**src/rtl/core/sidt_pkg.sv**
```systemverilog
// ----------------------------------------------------------------------------
// sidt_pkg: shared definitions for the sorted id/handle table
// Widths, command and status codes used by the channel interfaces and the core.
// ----------------------------------------------------------------------------
package sidt_pkg;

	localparam int CAPACITY = 64;
	localparam int IDX_W    = (CAPACITY > 1) ? $clog2(CAPACITY) : 1;
	localparam int CNT_W    = $clog2(CAPACITY + 1);

	localparam int CMD_W    = 2;
	localparam int ID_W     = 32;
	localparam int HANDLE_W = 32;
	localparam int STATUS_W = 3;

	typedef logic [CMD_W-1:0]    cmd_t;
	typedef logic [ID_W-1:0]     id_t;
	typedef logic [HANDLE_W-1:0] handle_t;
	typedef logic [STATUS_W-1:0] status_t;

	localparam cmd_t CMD_ADD    = 2'd0;
	localparam cmd_t CMD_REMOVE = 2'd1;
	localparam cmd_t CMD_GET    = 2'd2;
	localparam cmd_t CMD_NONE   = 2'd3;

	localparam status_t ST_OK        = 3'd0;
	localparam status_t ST_NOT_FOUND = 3'd1;
	localparam status_t ST_ORDER     = 3'd2;
	localparam status_t ST_FULL      = 3'd3;
	localparam status_t ST_BAD_ID    = 3'd4;

endpackage

```
**src/rtl/core/sidt_req_if.sv**
```systemverilog
// ----------------------------------------------------------------------------
// sidt_req_if: command channel
// Valid/ready channel carrying one table command per beat.
// ----------------------------------------------------------------------------
interface sidt_req_if import sidt_pkg::*; ();
	logic    valid;
	logic    ready;
	cmd_t    command;
	id_t     node_id;
	handle_t handle_in;

	modport source (output valid, output command, output node_id, output handle_in,
		input ready);
	modport sink (input valid, input command, input node_id, input handle_in,
		output ready);
endinterface

```
**src/rtl/core/sidt_rsp_if.sv**
```systemverilog
// ----------------------------------------------------------------------------
// sidt_rsp_if: result channel
// Valid/ready channel carrying one status and handle per beat.
// ----------------------------------------------------------------------------
interface sidt_rsp_if import sidt_pkg::*; ();
	logic    valid;
	logic    ready;
	status_t status;
	handle_t handle_out;

	modport source (output valid, output status, output handle_out, input ready);
	modport sink (input valid, input status, input handle_out, output ready);
endinterface

```
**src/rtl/core/sorted_id_handle_table_top.sv**
```systemverilog
// ----------------------------------------------------------------------------
// sorted_id_handle_table_top: sorted id-to-handle table
// Microcoded sequencer over one entry memory: append, binary search, shift down.
// ----------------------------------------------------------------------------
// Channel | Dir | Payload                          | Beat
// req     | in  | command, node_id, handle_in      | one command
// rsp     | out | status, handle_out               | one result per command
//
// Add checks the id, the order and the room, then appends. Get and remove run a
// binary search (at most 7 probes at 64 entries); remove then moves every
// entry above the removed slot down one place, since the single write port
// moves one entry a cycle.
// Reset clears the entry count and sequencer; memory contents are not cleared.
// A new command is taken while the last result still waits on rsp; the core
// stalls only if a second result is ready before the first one is taken.
// ----------------------------------------------------------------------------
module sorted_id_handle_table_top import sidt_pkg::*; (
	input logic        clk,
	input logic        arst_n,
	sidt_req_if.sink   req,
	sidt_rsp_if.source rsp
);

	typedef logic [4:0] pc_t;

	typedef enum logic [3:0] {
		OP_NONE, OP_LATCH, OP_MID, OP_NARROW, OP_HIT, OP_SHIFT, OP_DEC,
		OP_APPEND, OP_EMIT
	} op_t;

	typedef enum logic [2:0] {
		RD_NONE, RD_LAST, RD_MID, RD_NEXT, RD_NEXT2
	} rd_t;

	typedef enum logic [3:0] {
		C_NEXT, C_ALWAYS, C_NO_IN, C_IS_ADD, C_IS_NONE, C_IS_GET, C_LO_GE_HI,
		C_KEY_EQ, C_SH_END, C_SH_MORE, C_BAD_ID, C_ORDER, C_FULL, C_OUT_FREE
	} cond_t;

	typedef struct packed {
		logic    in_rdy;
		op_t     op;
		rd_t     rd;
		logic    st_we;
		status_t st;
		cond_t   cond;
		pc_t     target;
	} ctl_t;

	typedef struct packed {
		id_t     key;
		handle_t handle;
	} entry_t;

	localparam int EXT_W = CNT_W + 1;

	// program addresses
	localparam pc_t S_WAIT   = 5'd0;
	localparam pc_t S_DISP   = 5'd1;
	localparam pc_t S_NOCMD  = 5'd2;
	localparam pc_t S_PROBE  = 5'd3;
	localparam pc_t S_READ   = 5'd4;
	localparam pc_t S_CMP    = 5'd5;
	localparam pc_t S_LOOP   = 5'd6;
	localparam pc_t S_HIT    = 5'd7;
	localparam pc_t S_SH0    = 5'd8;
	localparam pc_t S_SH1    = 5'd9;
	localparam pc_t S_REND   = 5'd10;
	localparam pc_t S_A0     = 5'd11;
	localparam pc_t S_A1     = 5'd12;
	localparam pc_t S_A2     = 5'd13;
	localparam pc_t S_A3     = 5'd14;
	localparam pc_t S_NF     = 5'd15;
	localparam pc_t S_ORD    = 5'd16;
	localparam pc_t S_FULL   = 5'd17;
	localparam pc_t S_BAD    = 5'd18;
	localparam pc_t S_OK     = 5'd19;
	localparam pc_t S_OUT    = 5'd20;
	localparam pc_t S_STALL  = 5'd21;

	function automatic ctl_t ucode(pc_t a);
		ctl_t w;
		w = '{in_rdy: 1'b0, op: OP_NONE, rd: RD_NONE, st_we: 1'b0, st: ST_OK,
			cond: C_NEXT, target: S_WAIT};
		case (a)
			S_WAIT: begin
				w.in_rdy = 1'b1; w.op = OP_LATCH; w.rd = RD_LAST;
				w.cond = C_NO_IN; w.target = S_WAIT;
			end
			S_DISP: begin
				w.cond = C_IS_ADD; w.target = S_A0;
			end
			S_NOCMD: begin
				w.cond = C_IS_NONE; w.target = S_NF;
			end
			S_PROBE: begin
				w.op = OP_MID; w.cond = C_LO_GE_HI; w.target = S_NF;
			end
			S_READ: begin
				w.rd = RD_MID;
			end
			S_CMP: begin
				w.op = OP_NARROW; w.cond = C_KEY_EQ; w.target = S_HIT;
			end
			S_LOOP: begin
				w.cond = C_ALWAYS; w.target = S_PROBE;
			end
			S_HIT: begin
				w.op = OP_HIT; w.cond = C_IS_GET; w.target = S_OK;
			end
			S_SH0: begin
				w.rd = RD_NEXT; w.cond = C_SH_END; w.target = S_REND;
			end
			S_SH1: begin
				w.op = OP_SHIFT; w.rd = RD_NEXT2; w.cond = C_SH_MORE; w.target = S_SH1;
			end
			S_REND: begin
				w.op = OP_DEC; w.st_we = 1'b1; w.st = ST_OK;
				w.cond = C_ALWAYS; w.target = S_OUT;
			end
			S_A0: begin
				w.cond = C_BAD_ID; w.target = S_BAD;
			end
			S_A1: begin
				w.cond = C_ORDER; w.target = S_ORD;
			end
			S_A2: begin
				w.cond = C_FULL; w.target = S_FULL;
			end
			S_A3: begin
				w.op = OP_APPEND; w.st_we = 1'b1; w.st = ST_OK;
				w.cond = C_ALWAYS; w.target = S_OUT;
			end
			S_NF: begin
				w.st_we = 1'b1; w.st = ST_NOT_FOUND; w.cond = C_ALWAYS; w.target = S_OUT;
			end
			S_ORD: begin
				w.st_we = 1'b1; w.st = ST_ORDER; w.cond = C_ALWAYS; w.target = S_OUT;
			end
			S_FULL: begin
				w.st_we = 1'b1; w.st = ST_FULL; w.cond = C_ALWAYS; w.target = S_OUT;
			end
			S_BAD: begin
				w.st_we = 1'b1; w.st = ST_BAD_ID; w.cond = C_ALWAYS; w.target = S_OUT;
			end
			S_OK: begin
				w.st_we = 1'b1; w.st = ST_OK;
			end
			S_OUT: begin
				w.op = OP_EMIT; w.cond = C_OUT_FREE; w.target = S_WAIT;
			end
			S_STALL: begin
				w.cond = C_ALWAYS; w.target = S_OUT;
			end
			default: begin
				w.cond = C_ALWAYS; w.target = S_WAIT;
			end
		endcase
		return w;
	endfunction

	// sequencer and result register
	pc_t              pc_q;
	logic [CNT_W-1:0] count_q;
	logic             res_valid_q;
	status_t          res_status_q;
	handle_t          res_handle_q;

	// datapath registers
	cmd_t             cmd_q;
	id_t              id_q;
	handle_t          hin_q;
	handle_t          hout_q;
	status_t          status_q;
	logic [CNT_W-1:0] lo_q;
	logic [CNT_W-1:0] hi_q;
	logic [IDX_W-1:0] mid_q;
	logic [IDX_W-1:0] slot_q;
	entry_t           rdata_q;
	entry_t           entry_mem [CAPACITY];

	ctl_t             ctl;
	logic             take;
	logic             in_acc;
	logic             out_free;
	logic [EXT_W-1:0] count_x;
	logic [EXT_W-1:0] slot_p1;
	logic [EXT_W-1:0] slot_p2;
	logic [CNT_W-1:0] cnt_m1;
	logic [EXT_W-1:0] mid_sum;
	logic [IDX_W-1:0] rd_addr;
	logic             rd_en;
	logic             mem_we;
	logic [IDX_W-1:0] wr_addr;
	entry_t           wr_data;

	assign ctl      = ucode(pc_q);
	assign req.ready = ctl.in_rdy;
	assign in_acc   = req.valid && ctl.in_rdy;
	assign out_free = !res_valid_q || rsp.ready;

	assign rsp.valid      = res_valid_q;
	assign rsp.status     = res_status_q;
	assign rsp.handle_out = res_handle_q;

	assign count_x = EXT_W'(count_q);
	assign slot_p1 = EXT_W'(slot_q) + EXT_W'(1);
	assign slot_p2 = EXT_W'(slot_q) + EXT_W'(2);
	assign cnt_m1  = count_q - CNT_W'(1);
	assign mid_sum = EXT_W'(lo_q) + EXT_W'(hi_q);

	always_comb begin
		case (ctl.cond)
			C_NEXT:     take = 1'b0;
			C_ALWAYS:   take = 1'b1;
			C_NO_IN:    take = !in_acc;
			C_IS_ADD:   take = (cmd_q == CMD_ADD);
			C_IS_NONE:  take = (cmd_q == CMD_NONE);
			C_IS_GET:   take = (cmd_q == CMD_GET);
			C_LO_GE_HI: take = (lo_q >= hi_q);
			C_KEY_EQ:   take = (rdata_q.key == id_q);
			C_SH_END:   take = (slot_p1 >= count_x);
			C_SH_MORE:  take = (slot_p2 < count_x);
			C_BAD_ID:   take = (id_q == '1);
			C_ORDER:    take = (count_q != '0) && (rdata_q.key >= id_q);
			C_FULL:     take = (count_q == CNT_W'(CAPACITY));
			C_OUT_FREE: take = out_free;
			default:    take = 1'b0;
		endcase
	end

	always_comb begin
		rd_en = (ctl.rd != RD_NONE);
		case (ctl.rd)
			RD_LAST:  rd_addr = cnt_m1[IDX_W-1:0];
			RD_NEXT:  rd_addr = slot_p1[IDX_W-1:0];
			RD_NEXT2: rd_addr = slot_p2[IDX_W-1:0];
			default:  rd_addr = mid_q;
		endcase
		mem_we  = (ctl.op == OP_SHIFT) || (ctl.op == OP_APPEND);
		wr_addr = (ctl.op == OP_SHIFT) ? slot_q : count_q[IDX_W-1:0];
		wr_data = (ctl.op == OP_SHIFT) ? rdata_q : entry_t'{key: id_q, handle: hin_q};
	end

	always_ff @(posedge clk or negedge arst_n) begin
		if (!arst_n) begin
			pc_q         <= S_WAIT;
			count_q      <= '0;
			res_valid_q  <= 1'b0;
			res_status_q <= ST_OK;
			res_handle_q <= '0;
		end else begin
			pc_q <= take ? ctl.target : pc_q + 5'd1;
			if (ctl.op == OP_APPEND) begin
				count_q <= count_q + CNT_W'(1);
			end else if (ctl.op == OP_DEC) begin
				count_q <= cnt_m1;
			end
			// load the result register only once the previous beat has left
			if (ctl.op == OP_EMIT && out_free) begin
				res_valid_q  <= 1'b1;
				res_status_q <= status_q;
				res_handle_q <= hout_q;
			end else if (rsp.ready) begin
				res_valid_q <= 1'b0;
			end
		end
	end

	always_ff @(posedge clk) begin
		case (ctl.op)
			OP_LATCH: begin
				if (in_acc) begin
					cmd_q  <= req.command;
					id_q   <= req.node_id;
					hin_q  <= req.handle_in;
					hout_q <= '0;
					lo_q   <= '0;
					hi_q   <= count_q;
				end
			end
			OP_MID: mid_q <= mid_sum[IDX_W:1];
			OP_NARROW: begin
				if (rdata_q.key < id_q) begin
					lo_q <= CNT_W'(mid_q) + CNT_W'(1);
				end else begin
					hi_q <= CNT_W'(mid_q);
				end
			end
			OP_HIT: begin
				hout_q <= rdata_q.handle;
				slot_q <= mid_q;
			end
			OP_SHIFT: slot_q <= slot_q + IDX_W'(1);
			default: ;
		endcase
		if (ctl.st_we) begin
			status_q <= ctl.st;
		end
	end

	// entry memory: one write and one registered read per cycle
	always_ff @(posedge clk) begin
		if (mem_we) begin
			entry_mem[wr_addr] <= wr_data;
		end
	end

	always_ff @(posedge clk) begin
		if (rd_en) begin
			rdata_q <= entry_mem[rd_addr];
		end
	end

	a_count_bound: assert property (@(posedge clk) disable iff (!arst_n)
		count_q <= CNT_W'(CAPACITY))
		else $error("entry count above capacity");

	a_append_room: assert property (@(posedge clk) disable iff (!arst_n)
		(ctl.op == OP_APPEND) |-> (count_q < CNT_W'(CAPACITY)))
		else $error("append into a full table");

	a_write_in_range: assert property (@(posedge clk) disable iff (!arst_n)
		mem_we |-> (CNT_W'(wr_addr) <= count_q))
		else $error("memory write above the filled region");

	a_fail_handle_zero: assert property (@(posedge clk) disable iff (!arst_n)
		(rsp.valid && rsp.status != ST_OK) |-> (rsp.handle_out == '0))
		else $error("failed result carries a handle");

	a_busy_after_accept: assert property (@(posedge clk) disable iff (!arst_n)
		(req.valid && req.ready) |=> !req.ready)
		else $error("second command taken while one is in flight");

endmodule
```
**src/flat_wrapper.sv**
```systemverilog
// flat-port wrapper written by rule: the top's interface ports become plain ports
module sorted_id_handle_table_top_flat import sidt_pkg::*;
  (clk, arst_n, req_valid, req_command, req_node_id, req_handle_in, req_ready, rsp_valid, rsp_status, rsp_handle_out, rsp_ready);
  sidt_req_if req_i ();
  sidt_rsp_if rsp_i ();
  input logic clk;
  input logic arst_n;
  input wire logic [$bits(req_i.valid)-1:0] req_valid;
  input wire logic [$bits(req_i.command)-1:0] req_command;
  input wire logic [$bits(req_i.node_id)-1:0] req_node_id;
  input wire logic [$bits(req_i.handle_in)-1:0] req_handle_in;
  output wire logic [$bits(req_i.ready)-1:0] req_ready;
  output wire logic [$bits(rsp_i.valid)-1:0] rsp_valid;
  output wire logic [$bits(rsp_i.status)-1:0] rsp_status;
  output wire logic [$bits(rsp_i.handle_out)-1:0] rsp_handle_out;
  input wire logic [$bits(rsp_i.ready)-1:0] rsp_ready;
  assign req_i.valid = req_valid;
  assign req_i.command = req_command;
  assign req_i.node_id = req_node_id;
  assign req_i.handle_in = req_handle_in;
  assign req_ready = req_i.ready;
  assign rsp_valid = rsp_i.valid;
  assign rsp_status = rsp_i.status;
  assign rsp_handle_out = rsp_i.handle_out;
  assign rsp_i.ready = rsp_ready;
  sorted_id_handle_table_top u_core (.clk(clk), .arst_n(arst_n), .req(req_i), .rsp(rsp_i));
endmodule
```
**config.mk**
```make
export PLATFORM = sky130hd
export DESIGN_NAME = sorted_id_handle_table_top_flat
export DESIGN_NICKNAME = d
export VERILOG_FILES = /design/src/rtl/core/sidt_pkg.sv /design/src/rtl/core/sidt_req_if.sv /design/src/rtl/core/sidt_rsp_if.sv /design/src/rtl/core/sorted_id_handle_table_top.sv /design/src/flat_wrapper.sv
export SDC_FILE = /design/constraint.sdc
export NUM_CORES = 2
export LEC_CHECK = 0
export BUFFER_PORTS_ARGS = -buffer_cell sky130_fd_sc_hd__buf_2
export CAP_MARGIN = 15
export CELL_PAD_IN_SITES_DETAIL_PLACEMENT = 1
export CELL_PAD_IN_SITES_GLOBAL_PLACEMENT = 1
export CORE_AREA = 2 2 590 592
export CTS_BUF_LIST = sky130_fd_sc_hd__clkbuf_16
export CTS_CLUSTER_SIZE = 8
export DETAILED_ROUTE_END_ITERATION = 10
export DIE_AREA = 0 0 592 594
export PLACE_DENSITY = 0.76
export SLEW_MARGIN = 15
export SYNTH_ARGS = -nofsm -noshare
export SYNTH_HDL_FRONTEND = slang
export SYNTH_SLANG_ARGS = --single-unit
```
**constraint.sdc**
```tcl
create_clock -name clk -period 11.75 [get_ports clk]
set_input_delay 0.5875 -clock clk [delete_from_list [all_inputs] [get_ports clk]]
set_output_delay 0.5875 -clock clk [all_outputs]
set_load 0.01 [all_outputs]
```
# Yosys cells after proc, flatten, opt, wreduce, memory -nomap -nowiden
# Memories as Yosys holds them, arrays and structs flattened. A register that Yosys moved wholly into a read port is not among the register bits.
# Index checks and enable logic that the tools add are counted.
[classes]
n_mux = 25
reduce_logical = 23
n_eq_ne = 53
addsub = 8
magnitude_cmp = 5
[ops]
columns = ["operator", "count"]
rows = [
  ["9-bit one-hot mux with 15 select lines", 1],
  ["64-bit 2-to-1 mux", 1],
  ["32-bit one-hot mux with 2 select lines", 1],
  ["7-bit 2-to-1 mux", 6],
  ["5-bit by 4-bit equality test with 1-bit output, second input constant", 8],
  ["32-bit equality test", 1],
  ["32-bit equality test, second input constant", 1],
  ["4-bit by 3-bit equality test with 1-bit output, second input constant", 8],
  ["32-bit greater-or-equal comparator", 1],
  ["32-bit < comparator", 1],
  ["32-bit 2-to-1 mux", 1],
  ["4-bit one-hot mux with 8 select lines", 1],
  ["5-bit equality test, second input constant", 6],
  ["4-bit equality test, second input constant", 7],
  ["7-bit one-hot mux with 2 select lines", 2],
  ["5-bit by 3-bit equality test with 1-bit output, second input constant", 4],
  ["4-bit one-hot mux with 5 select lines", 1],
  ["6-bit one-hot mux with 3 select lines", 1],
  ["4-bit by 2-bit equality test with 1-bit output, second input constant", 4],
  ["6-bit by 1-bit adder with 7-bit output, second input constant", 2],
  ["1-bit one-hot mux with 13 select lines", 1],
  ["3-bit one-hot mux with 4 select lines", 1],
  ["6-bit one-hot mux with 2 select lines", 1],
  ["5-bit by 2-bit equality test with 1-bit output, second input constant", 2],
  ["34 further kinds", 51],
]
[word_totals]
register_bits = 175
in_bits = 70
out_inout_bits = 37
word_cells = 129
ram_bits = 4096
mem_count = 1
[mem_list]
columns = ["name", "depth", "width", "rd", "rd_clocked_by_memory_dff", "write_ports", "line_no", "text"]
rows = [
  ["u_core.entry_mem", 64, 64, 1, 1, 1, "sorted_id_handle_table_top.sv:180", "entry_t entry_mem [CAPACITY];"],
]

# Logic depth before layout (Yosys ltp)
[depth]
depth_word = 6
depth_mapped = 19
mapped_depth_nobuf = 14

# Least setup slack after synthesis
# OpenSTA, ideal clock, no wires.
[synth_timing]
path_type = "register to register"
start = "register u_core.pc_q[0]"
end = "memory u_core.entry_mem[10][0] in the netlist's numbering, enable pin"
n_path_buf = 4
slack_ns = 2.139
path_stages_with_launch = 15
setup_time_ns = 0.644
arrival_time_ns = 8.966
cell_sequence = "dfrtp_1 -> inv_1 -> ha_1 -> clkbuf_1 -> nor2b_1 -> nand2_1 -> a31oi_1 -> and2_1 -> buf_2 -> buf_2 -> buf_2 -> nand3_1 -> o31ai_1 -> nand2_1 -> nor4_1"
[synth_between]
elab_chain_len = 6
[synth_lines]
columns = ["element", "line_no", "text"]
rows = [
  ["start, declared", "sorted_id_handle_table_top.sv:163", "pc_t pc_q;"],
  ["start signal, assigned", "sorted_id_handle_table_top.sv:253", "pc_q <= take ? ctl.target : pc_q + 5'd1;"],
  ["5-bit equality test, or another cell as far along", "sorted_id_handle_table_top.sv:85", "case (a)"],
  ["4-bit one-hot mux with 8 select lines *", "sorted_id_handle_table_top.sv:85", ""],
  ["4-bit by 3-bit equality test with 1-bit output (on tied branches)", "sorted_id_handle_table_top.sv:240, sorted_id_handle_table_top.sv:241", ""],
  ["1-bit logical OR", "sorted_id_handle_table_top.sv:240", "mem_we = (ctl.op == OP_SHIFT) || (ctl.op == OP_APPEND);"],
  ["1-bit 2-to-1 mux", "sorted_id_handle_table_top.sv:304", "if (mem_we) begin"],
  ["1-bit 2-to-1 mux (implied by the code)", "sorted_id_handle_table_top.sv:305", "entry_mem[wr_addr] <= wr_data;"],
  ["end, declared", "sorted_id_handle_table_top.sv:180", ""],
]
# Every way passes the cells marked *; elsewhere a longest branch is shown, timed or not.

# Final worst setup path
[layout_timing]
start = "register u_core.pc_q[1]"
end = "memory u_core.entry_mem[56][56] in the netlist's numbering, enable pin"
# The elaborated chain is that of the path after synthesis.

==> flow_metrics.tcl <==
set metrics [dict create \
    status "completed" \
    ant_nets 0 \
    finalSetupViolations 0 \
    min_delay_worst_endpoint "u_core.id_q[21]" \
    cts_buffer_depth 4 \
    synth_edf_count 4287 \
    hold_path.class "in2reg" \
    seq_area_frac_synth_pct 75.45 \
    clock-root-buffer "clkbuf_16" \
    worstMarginPinSlew_ps 1333 \
    ys_top_cells_by_count "4287 x edfxtp_1, 3069 x nand2_1, 1158 x nand3_1" \
    finalSetupTns_ps 0 \
    fin_crit_sh_pct 58.00 \
    vias_per_cell 6.800 \
    drt_pass1_iterations 8 \
    track_usage_pct 35.22 \
    synth_area_um2 172200 \
    r2r_end "u_core.entry_mem[56][56]" \
    num_rows 216 \
    slew_headroom_pct 10.90 \
    worstSetupStartpointType "flip-flop" \
    post_drt_wl_per_cell_um 36.81 \
    port_buffers 106 \
    yosys_warnings 0 \
    hp-start "req_node_id[21]" \
    yosys.area.top_type "edfxtp_1" \
    die_area_um2 351600 \
    io_pins 107 \
    cts_made_buffers 612 \
    cp.arrival_ps 7470 \
    vias 116800 \
    grt_setup_unrepaired "no" \
    drc 0 \
    die_w_um 592 \
    reg2reg_from "u_core.pc_q[1]" \
    rrSetupSlack_ps 4930 \
    drv_slew 0 \
    yosys.area.top_type_share_pct 74.75 \
    core_um2 345100 \
    async_flop_share_pct 1.107 \
    drive_gt1_share_pct 10.38 \
    insertion_delay_ps 1090 \
    fin_crit_ps 6816 \
    skew_ps 51.79 \
    postCtsSetupRepairBufs 0 \
    ir_drop_mv 0.4594 \
    synth_seq_cells 4335 \
    layout.nets 12620 \
    avgSynthCellArea_um2 14.18 \
    start_util_pct 49.90 \
    yosysMostFrequentCell "edfxtp_1" \
    cts_tree "yes" \
    cts_resized 0 \
    fmax_ghz 0.1467 \
    crit_path_max_fanout 33 \
    cts_max_level 6 \
    antenna_found_initial 27 \
    power.density_nw_per_um2 292.6 \
    hold_violations 0 \
    clkSlewWorstSetupHoldPaths_ps 60 \
    critPathRequiredTime_ps 12410 \
    grt_pass1_wl_um 883100 \
    num-fill-cells 32080 \
    synthesis.nets 12290 \
    gp_congestion 0.9047 \
    grt_pass1_vias 120500 \
    wl_um 632200 \
    die_h_um 594 \
    cp-end-kind "flip-flop" \
    synth_top_flop_cell "edfxtp_1" \
    dpl.hpwl_um 320400 \
    p_leak_nw 68.27 \
    clock-sinks 4335 \
    area.growth.synth_to_final_pct 14.01 \
    maxCapViolCount 0 \
    drt_iter0_markers 18100 \
    netlist_instances 12150 \
    synth_area_leaders "edfxtp_1 75%, nand2_1 6.7%, mux2i_1 3.7%" \
    utilization_pct 56.89 \
    yosysUniqueCellTypes 74 \
    path_class "reg2reg" \
    rr_worst_depth 12 \
    grt_max_degree 179 \
    grt-ovfl-total 0 \
    holdPathStages 2 \
]
state kept, by name, summed over array words and instances, names as in the netlist, 6 cells and up:
register,cells
u_core.rsp.handle_out,32
u_core.id_q,32
u_core.slot_q,6
u_core.hin_q,32
u_core.mid_q,6
u_core.rdata_q,64
u_core.entry_mem,4096
u_core.lo_q,7
u_core.hi_q,7
u_core.hout_q,32
u_core.count_q,7
cell type report:
type | count | area, um^2 | share of cell area, %
diodes | 19 | 47.55 | 0.02422
clock buffers | 619 | 15490 | 7.889
clock inverters | 92 | 1206 | 0.6143
inverters | 66 | 250.2 | 0.1275
multi-input cells | 6953 | 39460 | 20.10
flip-flops and latches | 4335 | 129900 | 66.18
well taps | 4578 | 5728 | 2.917
repair buffers | 511 | 4222 | 2.150
through the flow:
step	cells	area [um^2]	setup slack, ps	hold slack [ps]	total power, mW
after detailed placement	16370	178800	5213	469.8	40.71
after CTS	17150	196200	5170	174.5	56.86
final	17170	196300	4934	238.6	57.45
after global routing	17160	196300	4781	218.1	59.06
after floorplan	12150	172200	2139	291.9	32.91
after global placement	16370	178700	5483	468.3	39.71
what timing repair did:
action                                 in CTS  in global routing
setup endpoints to repair                   0                  0
hold buffers                               68                  0
endpoints found under the hold margin     115                  0
worst max path at each step:
stage	to	start	cells past startpoint	slack, ps
after floorplan	u_core.entry_mem[10][0]	u_core.pc_q[0]	14	2140
after global placement	u_core.entry_mem[56][54]	u_core.pc_q[1]	12	5480
after detailed placement	u_core.entry_mem[56][56]	u_core.pc_q[1]	12	5210
after CTS	u_core.entry_mem[56][56]	u_core.pc_q[1]	12	5170
after global routing	u_core.entry_mem[56][56]	u_core.pc_q[1]	12	4780
final	u_core.entry_mem[56][56]	u_core.pc_q[1]	12	4930
worst max-delay path, cell delays in order, from the launching register on:
cell and delay (ps):
dfrtp_1 410, inv_1 110, ha_1 640, nor2b_1 250, a2bb2oi_1 80, nor2_1 650
nand2_2 460, mux2i_4 250, buf_4 480, nand2b_1 480, nor2_4 970, buf_4 650
buf_4 890
metal layers:
metal  up-vias  GRT usage [%]  routed length, um
met5         -              0                 94
met4        14          23.13              48230
met3      2222          7.813              71730
met2      8579          54.90             291500
met1     59810          44.46             220600
li1      46150              -                  -
power by group:
group / internal [mW] / switching, mW / total, mW
registers: 18.2 / 0.528 / 18.7
clock network: 9.34 / 6.64 / 16.0
logic: 6.22 / 16.5 / 22.7
logic make-up after synthesis:
family | count (synthesis) | synth area share, %
AOI/OAI and AO/OA | 1167 | 4.964
xor gates and xnor gates | 28 | 0.1424
adders and majority gates | 70 | 0.5129
buffers and inverters | 858 | 2.205
DFF | 4335 | 75.45
muxes | 672 | 3.936
and+or+nand+nor | 5016 | 12.79
cells in the final DEF, fill, tap and decap left out, types with 48 or more instances in the layout:
cell type	count
edfxtp_1	4287
nand2_1	3062
nand3_1	1154
mux2i_1	630
clkbuf_16	619
and3_1	347
buf_4	301
a221oi_1	239
a21oi_1	194
a311oi_1	139
a31oi_1	128
buf_2	106
inv_1	103
o21ai_0	102
nor2_1	100
nand4_1	99
a2111oi_0	71
ha_1	69
a211oi_1	68
dlygate4sd3_1	68
o41ai_1	51
dfrtp_1	48
Note: power is estimated with default switching activity, not from simulation.
